--- config.mk ---
export PLATFORM = sky130hd
export DESIGN_NAME = sit_diff
export DESIGN_NICKNAME = d
export VERILOG_FILES = /design/src/rtl/sit_pkg.sv /design/src/rtl/sit_diff.sv
export SDC_FILE = /design/constraint.sdc
export NUM_CORES = 1
export LEC_CHECK = 0
export BUFFER_PORTS_ARGS = -buffer_cell sky130_fd_sc_hd__buf_2
export CORE_MARGIN = 2
export CORE_UTILIZATION = 50
export DETAILED_ROUTE_END_ITERATION = 16
export PLACE_DENSITY = 0.78
export RECOVER_POWER = 100
export SKIP_LAST_GASP = 1
export SLEW_MARGIN = 15
export SYNTH_ARGS = -nofsm -noshare
export SYNTH_HDL_FRONTEND = slang
export SYNTH_SLANG_ARGS = --single-unit
--- constraint.sdc ---
create_clock -name clk_i -period 7.5 [get_ports clk_i]
set_input_delay 1.875 -clock clk_i [delete_from_list [all_inputs] [get_ports clk_i]]
set_output_delay 1.875 -clock clk_i [all_outputs]
set_load 0.02 [all_outputs]
--- src/rtl/sit_pkg.sv ---
// shared constants and types for the segment intersection pipeline
// no dependencies
package sit_pkg;

  localparam int COORD_WIDTH_DEF = 16;
  localparam int NUM_COORDS      = 8;
  localparam int NUM_TURNS       = 4;
  localparam int NUM_TERMS       = 4;
  localparam int OUT_TDATA_W     = 8;

  typedef enum logic [1:0] {
    TURN_COLLINEAR = 2'd0,
    TURN_CW        = 2'd1,
    TURN_CCW       = 2'd2
  } turn_e;

endpackage

--- src/rtl/sit_diff.sv ---
// stage 1: coordinate differences for the four cross products and bounding box tests
// depends on sit_pkg
module sit_diff #(
  parameter int CoordWidth = 16
) (
  input  logic                                     clk_i,
  input  logic                                     rst_ni,
  input  logic                                     valid_i,
  output logic                                     ready_o,
  input  logic [sit_pkg::NUM_COORDS*CoordWidth-1:0] coords_i,
  output logic                                     valid_o,
  input  logic                                     ready_i,
  output logic [sit_pkg::NUM_TURNS-1:0][sit_pkg::NUM_TERMS-1:0][CoordWidth:0] diff_o,
  output logic [sit_pkg::NUM_TURNS-1:0]            box_o
);
  import sit_pkg::*;

  localparam int DW = CoordWidth + 1;

  logic signed [CoordWidth-1:0] px [4];
  logic signed [CoordWidth-1:0] py [4];

  logic [NUM_TURNS-1:0][NUM_TERMS-1:0][DW-1:0] diff_d, diff_q;
  logic [NUM_TURNS-1:0]                        box_d, box_q;
  logic                                        valid_q;

  // point order: a start, a end, b start, b end
  for (genvar k = 0; k < 4; k++) begin : g_pts
    assign px[k] = $signed(coords_i[(2*k)*CoordWidth +: CoordWidth]);
    assign py[k] = $signed(coords_i[(2*k+1)*CoordWidth +: CoordWidth]);
  end

  // turn t uses (p, q, r); the box test asks whether r lies in the box of p and q
  for (genvar t = 0; t < NUM_TURNS; t++) begin : g_turn
    localparam int P = (t < 2) ? 0 : 2;
    localparam int Q = P + 1;
    localparam int R = (t == 0) ? 2 : (t == 1) ? 3 : (t == 2) ? 0 : 1;

    assign diff_d[t][0] = $signed({py[Q][CoordWidth-1], py[Q]})
                        - $signed({py[P][CoordWidth-1], py[P]});
    assign diff_d[t][1] = $signed({px[R][CoordWidth-1], px[R]})
                        - $signed({px[Q][CoordWidth-1], px[Q]});
    assign diff_d[t][2] = $signed({px[Q][CoordWidth-1], px[Q]})
                        - $signed({px[P][CoordWidth-1], px[P]});
    assign diff_d[t][3] = $signed({py[R][CoordWidth-1], py[R]})
                        - $signed({py[Q][CoordWidth-1], py[Q]});

    assign box_d[t] = ((px[R] >= px[P] && px[R] <= px[Q]) ||
                       (px[R] >= px[Q] && px[R] <= px[P])) &&
                      ((py[R] >= py[P] && py[R] <= py[Q]) ||
                       (py[R] >= py[Q] && py[R] <= py[P]));
  end

  assign ready_o = !valid_q || ready_i;

  always_ff @(posedge clk_i or negedge rst_ni) begin
    if (!rst_ni) begin
      valid_q <= 1'b0;
    end else if (ready_o) begin
      valid_q <= valid_i;
    end
  end

  always_ff @(posedge clk_i) begin
    if (ready_o && valid_i) begin
      diff_q <= diff_d;
      box_q  <= box_d;
    end
  end

  assign valid_o = valid_q;
  assign diff_o  = diff_q;
  assign box_o   = box_q;

endmodule

# --- Word level (Yosys, flattened, before mapping) ---
# Cells that the tools add are included.
word_totals:
  inputBits: 132
  reg_bits: 209
  out_inout_bits: 278
  wordCells: 89
classes:
  add_sub_neg: 12
  n_reduce_logical: 31
  n_lt_le_gt_ge: 32
ops:
  columns: ["op", "count"]
  rows:
  - ["16-bit >= comparator", 16]
  - ["16-bit less-or-equal comparator", 16]
  - ["16-bit by 16-bit subtractor with 17-bit output", 12]
  - ["1-bit logical AND", 21]
  - ["1-bit logical OR", 9]
  - ["1-bit zero test", 1]

# --- Depth between registers and ports, before layout ---
# Gate-level depths: netlist of the first run.
depth:
  ltp_word: 4
  depth_mapped: 11
  depth_no_buf: 11

# --- Worst setup path before layout of the first run ---
# OpenSTA, ideal clock, no wires.
synth_path:
  path_kind: "input-to-reg"
  start: "input ready_i"
  end: "register box_q[0] (netlist: box_o[0]), enable pin"
  n_path_buf: 0
  stages: 2
  setup_ps: 591
  t_required_ps: 6909
  arrival_ps: 6866
  path_slack_ps: 43
  path_cell_list: "nand2b_1 and2_1"
synth_between:
  elab_chain_len: 2
synth_rtl:
  columns: ["item", "line", "rtl"]
  rows:
  - ["start: declaration", "sit_diff.sv:12", "input logic ready_i,"]
  - ["1-bit logical OR", "sit_diff.sv:54", "assign ready_o = !valid_q || ready_i;"]
  - ["1-bit logical AND", "sit_diff.sv:65", "if (ready_o && valid_i) begin"]
  - ["end signal: assignment", "sit_diff.sv:67", "box_q <= box_d;"]
  - ["end: declaration", "sit_diff.sv:24", "logic [NUM_TURNS-1:0] box_d, box_q;"]
# Every way passes these cells.
# A chain may end at the register's enable or synchronous reset.

# --- Worst setup path in the final report of the first run ---
layout_path:
  start: "input ready_i"
  end: "register diff_q, in the netlist diff_o[61], enable pin"
layout_between:
  elab_chain_len: 2
layout_rtl:
  columns: ["item", "line", "rtl"]
  rows:
  - ["1-bit logical OR", "sit_diff.sv:54", null]
  - ["1-bit logical AND", "sit_diff.sv:65", null]
  - ["end signal: assignment", "sit_diff.sv:66", "diff_q <= diff_d;"]
  - ["end: declaration", "sit_diff.sv:23", "logic [NUM_TURNS-1:0][NUM_TERMS-1:0][DW-1:0] diff_d, diff_q;"]
# Every way passes these cells.

==> impl_metrics.env, run 1 <==
export IMPL_routed_wl_um=53450
export IMPL_fp_dieArea_um2=35850
export IMPL_avgSynthCellArea_um2=9.595
export IMPL_dr_pass1_iters=6
export IMPL_end_kind="register"
export IMPL_rrSetupSlack_ns=2.97
export IMPL_syn_inst=1790
export IMPL_crit_fanout=142
export IMPL_worst_pin_slew_ns=3.634
export IMPL_clk_latency_ns=0.54
export IMPL_critPathRequiredTime_ns=7.56
export IMPL_viasPerCell=5.717
export IMPL_synth_most_common_cell="ha_1"
export IMPL_die_h_um=189.3
export IMPL_synth_edff_count=206
export IMPL_cts_resized=0
export IMPL_placed_area_um2=19160
export IMPL_p_leak_uw=0.008523
export IMPL_clock_sinks=207
export IMPL_routabilityCongestion=0.9288
export IMPL_cap_violations=1
export IMPL_ctsHtreeMaxLevel=1
export IMPL_grt_overflow=0
export IMPL_status="complete, but fails checks"
export IMPL_yosysWarnings=0
export IMPL_startpoint_type="input port"
export IMPL_drc=0
export IMPL_fillers=3129
export IMPL_clk_pin_slew_ns=0.06
export IMPL_hold_class="reg -> reg"
export IMPL_synth_largest_area_cell="edfxtp_1"
export IMPL_layout_setup_ws_ns=1.909
export IMPL_io_buffers=409
export IMPL_utilization_pct=58.12
export IMPL_core_area_um2=33700
export IMPL_crit_family="buffers and inverters"
export IMPL_ys_top_cells_by_count="232 x ha_1, 206 x edfxtp_1, 190 x inv_1"
export IMPL_rsz0062_at_grt="no"
export IMPL_drtAntennaViolNets=0
export IMPL_regToRegStartpoint="valid_o"
export IMPL_violations="capacitance limit, slew limit"
export IMPL_track_usage_pct=28.69
export IMPL_cpPeakStageDelay_ns=2.44
export IMPL_grt_max_degree=143
export IMPL_pre_cts_ws_ns=2.844
export IMPL_nets=2501
export IMPL_yosys_top_cells_area="edfxtp_1 36%, ha_1 17%, xnor2_1 5.5%"
export IMPL_grt_pass1_vias=14540
export IMPL_hold_depth=2
export IMPL_start_util_pct=50.97
export IMPL_async_reset_ff_share_pct=0.4831
export IMPL_setup_viol=0
export IMPL_antenna_found_initial=2
export IMPL_post_cts_buffers=0
export IMPL_hp_start="valid_o"
export IMPL_fp_dieW_um=189.3
export IMPL_dp_cells=2547
export IMPL_crit_path_cell_trace="buf_2 > nand2b_1 > and2_4 > clkbuf_2"
export IMPL_drive_gt1_share_pct=7.466
export IMPL_crit_slowest_cell="clkbuf_2"
export IMPL_ys_seq_area_share_pct=36.16
export IMPL_cts_tree="built"
export IMPL_synth_top_cell_area_share_pct=36.02
export IMPL_crit_buf_inv=2
export IMPL_synth_cell_types=73
export IMPL_tns_ns=0
export IMPL_design_area_um2=19590
export IMPL_max_freq_mhz=178.9
export IMPL_synth_fp_nets=2166
export IMPL_fin_crit_ns=5.591
export IMPL_cts_root_buf="clkbuf_16"
export IMPL_slew_headroom_pct=-142.3
export IMPL_placementRows=67
export IMPL_dpl_hpwl_um=44040
export IMPL_drt_iter0_drc=955
export IMPL_rr_endpoint="diff_o[61]"
export IMPL_ios=410
export IMPL_hold_viol=0
export IMPL_critPathKind="in -> reg"
export IMPL_cts_buffers=24
export IMPL_cts_buffer_depth=3
export IMPL_maxSlewViolCount=143
export IMPL_cellPowerDensity_nw_per_um2=210.2
export IMPL_ctsHoldBuffers=0
export IMPL_wl_per_cell_um=20.60
export IMPL_ys_flop_type="edfxtp_1"
export IMPL_num_vias=14830
export IMPL_netlist_area_um2=17180
export IMPL_whs_endpoint="valid_o"
export IMPL_fin_crit_sh_pct=74.54
export IMPL_fin_worst_skew_ns=0.01200
export IMPL_synthToLayoutAreaGrowth_pct=14.05
export IMPL_stdcell_count=2594
export IMPL_r2r_cells=3
export IMPL_critPathArrivalTime_ns=5.65
export IMPL_grt_pass1_wl_um=78940
export IMPL_ys_ff_latch=207
export IMPL_ir_drop_uv=178.2
==> placed cells by master (no fill, tap or decap), types with 40 or more instances in the layout <==
cell type / synthesis / routed
buf_2: 0 / 115
edfxtp_1: 206 / 206
nand3_1: 40 / 40
a21oi_1: 133 / 133
nand2_1: 85 / 85
nor2_1: 124 / 124
a21o_1: 56 / 56
xnor2_1: 108 / 108
ha_1: 232 / 232
inv_1: 190 / 190
nor2b_1: 46 / 46
clkbuf_1: 30 / 296
nor3_1: 45 / 45
o21ai_0: 50 / 79
==> how the worst max path moves through the flow <==
stage | to | startpoint | slack (ns) | cells after the start
floorplan | box_o[0] | ready_i | 0.04 | 2
global placement | diff_o[83] | coords_i[17] | 2.88 | 11
detailed placement | diff_o[81] | coords_i[17] | 2.84 | 11
CTS | ready_o | ready_i | 3.33 | 3
global route | diff_o[121] | ready_i | 1.59 | 4
finish | diff_o[61] | ready_i | 1.91 | 4
==> cell families (layout without fill, tap and decap cells) <==
| logic type | count (synthesis) | after routing | share of synthesized area (%) |
|---|---|---|---|
| simple gates | 451 | 451 | 12.97 |
| compound gates | 447 | 447 | 17.03 |
| mux | 5 | 5 | 0.2914 |
| buf+inv | 292 | 645 | 7.911 |
| flops | 207 | 207 | 36.16 |
| other cells | 0 | 3 | 0 |
| fa+ha+maj | 244 | 244 | 18.30 |
| xor+xnor | 144 | 144 | 7.343 |
==> per-layer routing <==
layer | GRT usage, % | vias up | share of wire (%)
met4 | 12.64 | 0 | 4.8
met5 | 0 | - | 0
li1 | - | 7060 | -
met3 | 3.985 | 125 | 7.2
met1 | 32.80 | 6972 | 38
met2 | 53.10 | 673 | 50
==> flip-flops by register name, summed over array words and instances, names as in the netlist <==
name	count
diff_o	202
box_o	4
valid_o	1
==> through the flow <==
stage          total power, µW  hold WS (ns)
2_1_floorplan             2529        0.7826
4_1_cts                   4170        0.5339
3_3_place_gp              2917        0.5037
6_report                  4118        0.5361
5_1_grt                   4298        0.5839
3_5_place_dp              2932        0.5191
==> where the power goes <==
part,total [µW],internal (µW),switching [µW]
clock network,1240,745,490
logic,1360,465,897
registers,1520,1470,49.9
==> area by class of cell <==
cell class              count  area (µm²)  area share (%)
diodes                      3       7.507         0.03833
clock buffers              27       633.1           3.232
clock inverters            17       192.7          0.9837
inverters                 191       716.9           3.660
multi-input cells        1291        9582           48.92
flip-flops and latches    207        6211           31.71
well taps                 448       560.5           2.862
repair buffers            410        1684           8.598
==> worst min-delay path, stage by stage (launching register included) <==
cell and delay [ns]:
dfrtp_1 0.34, nand2b_1 0.09, nand2b_1 0.08
Power figures use the tool's default switching activity.
==> run 2: changes to the inputs <==
==> constraint.sdc (replaced) <==
create_clock -name clk_i -period 5.51 [get_ports clk_i]
set_input_delay 1.3775 -clock clk_i [delete_from_list [all_inputs] [get_ports clk_i]]
set_output_delay 1.3775 -clock clk_i [all_outputs]
set_load 0.02 [all_outputs]
==> impl_metrics.env, run 2 (synthesis results as in run 1) <==
export IMPL_status="complete, but fails checks"
export IMPL_violations="capacitance limit, slew limit"
export IMPL_ios=410
export IMPL_ir_drop_uv=235.6
export IMPL_seq_area_um2=6211
export IMPL_hold_class="reg -> reg"
export IMPL_layout_setup_ws_ns=1.405
export IMPL_start_util_pct=50.97
export IMPL_critPathArrivalTime_ns=4.39
export IMPL_slew_headroom_pct=-115.7
export IMPL_end_kind="register"
export IMPL_crit_family="compound AO/OA/AOI/OAI gates"
export IMPL_rsz0062_at_grt="no"
export IMPL_maxSlewViolCount=208
export IMPL_final_cell_mix="299 x clkbuf_1, 232 x ha_1, 206 x edfxtp_1"
export IMPL_critPathRequiredTime_ns=5.80
export IMPL_track_usage_pct=29.56
export IMPL_grt_overflow=0
export IMPL_crit_path_cell_trace="clkbuf_1 > inv_1 > ha_1 > nor2b_1 > o2111ai_1 > nand2_1 > a221oi_1 > o21ai_0 > a2111o_1 > a21oi_1 > xnor2_1"
export IMPL_placementRows=67
export IMPL_crit_slowest_cell="a221oi_1"
export IMPL_cts_buffers=24
export IMPL_multiInputGateArea_um2=9572
export IMPL_ctsHoldBuffers=0
export IMPL_post_cts_buffers=0
export IMPL_placed_area_um2=19190
export IMPL_synthToLayoutAreaGrowth_pct=13.83
export IMPL_ctsHtreeMaxLevel=1
export IMPL_core_area_um2=33700
export IMPL_nets=2503
export IMPL_finalPower_uw=5554
export IMPL_max_freq_mhz=243.6
export IMPL_final_common_cell="clkbuf_1"
export IMPL_fin_crit_ns=4.105
export IMPL_whs_ns=0.5367
export IMPL_crit_fanout=5
export IMPL_grt_pass1_wl_um=81330
export IMPL_grt_pass1_vias=14760
export IMPL_routabilityCongestion=0.9533
export IMPL_p_leak_uw=0.008493
export IMPL_num_vias=14930
export IMPL_clk_latency_ns=0.54
export IMPL_io_buffers=409
export IMPL_worst_pin_slew_ns=3.235
export IMPL_wl_per_cell_um=20.83
export IMPL_cts_tree="built"
export IMPL_pre_cts_ws_ns=1.354
export IMPL_clk_pin_slew_ns=0.06
export IMPL_dpl_hpwl_um=44360
export IMPL_drtAntennaViolNets=0
export IMPL_tns_ns=0
export IMPL_fillers=3148
export IMPL_rrSetupSlack_ns=1.99
export IMPL_design_area_um2=19550
export IMPL_cellPowerDensity_nw_per_um2=284.1
export IMPL_fin_crit_sh_pct=74.51
export IMPL_grt_max_degree=122
export IMPL_cap_violations=2
export IMPL_cts_resized=0
export IMPL_antenna_found_initial=2
export IMPL_cpPeakStageDelay_ns=0.62
export IMPL_fin_worst_skew_ns=0.01358
export IMPL_dr_pass1_iters=5
export IMPL_setup_viol=0
export IMPL_drc=0
export IMPL_largest_reg_flops=202
export IMPL_routed_wl_um=54090
export IMPL_drive_gt1_share_pct=7.506
export IMPL_fp_dieArea_um2=35850
export IMPL_critPathKind="in -> reg"
export IMPL_crit_buf_inv=2
export IMPL_cts_root_buf="clkbuf_16"
export IMPL_die_h_um=189.3
export IMPL_hold_viol=0
export IMPL_cts_buffer_depth=3
export IMPL_clock_sinks=207
export IMPL_startpoint_type="input port"
export IMPL_drt_iter0_drc=944
export IMPL_fp_dieW_um=189.3
export IMPL_viasPerCell=5.749
[run 2: cell count changes in the layout (fill, tap and decap cells not counted)]
cell,delta
clkinv_1,-4
clkbuf_1,+3
clkinvlp_4,+3
buf_2,-2
bufinv_16,-2
clkinv_2,+2
and2_0,+1
and2_4,-1
clkbuf_2,+1
clkinv_4,+1
nor2b_1,+1
nor2b_4,-1
[run 2: layer usage]
metal  up-vias  share of wire (%)  track usage, %
met3       132                7.1           4.004
met1      7066                 39           34.88
met4         0                4.7           12.67
li1       7050                  -               -
met5         -                  0               0
met2       677                 50           53.69
[run 2: worst register-to-register path, delay by kind of cell (launching register included)]
kind	cells	cell delay, ns
flip-flops	1	0.37
buffers and inverters	1	2.15
AND/OR/NAND/NOR	2	0.28
[run 2: final timing paths]
check / start / end / depth (start not counted)
max in group asynchronous: rst_ni / valid_o / 1
worst max register to register: valid_o / diff_o[68] / 3
worst min-delay path: valid_o / valid_o / 2
min in group asynchronous: rst_ni / valid_o / 1
worst max-delay path: coords_i[97] / diff_o[168] / 11
worst min register to register: valid_o / valid_o / 2
[run 2: final cells by class]
class | count | share of cell area [%]
clock inverter | 17 | 0.8128
tap | 448 | 2.867
antenna | 3 | 0.03840
sequential | 207 | 31.77
inverter | 191 | 3.667
timing repair buffer | 412 | 8.646
multi-input combinational | 1291 | 48.96
clock buffer | 27 | 3.238
[run 2: power breakdown]
part	switching (µW)	internal, µW	total [µW]
Sequential	66.1	2000	2070
Clock	700	928	1630
Combinational	1230	631	1860
Total	1990	3560	5550
[run 2: per-stage QoR]
step | instances | util, %
2_1_floorplan | 1790 | -
3_3_place_gp | 2549 | 56.95
3_5_place_dp | 2549 | 56.95
4_1_cts | 2593 | 59.30
5_1_grt | 2595 | 58.00
6_report | 2596 | 58.01
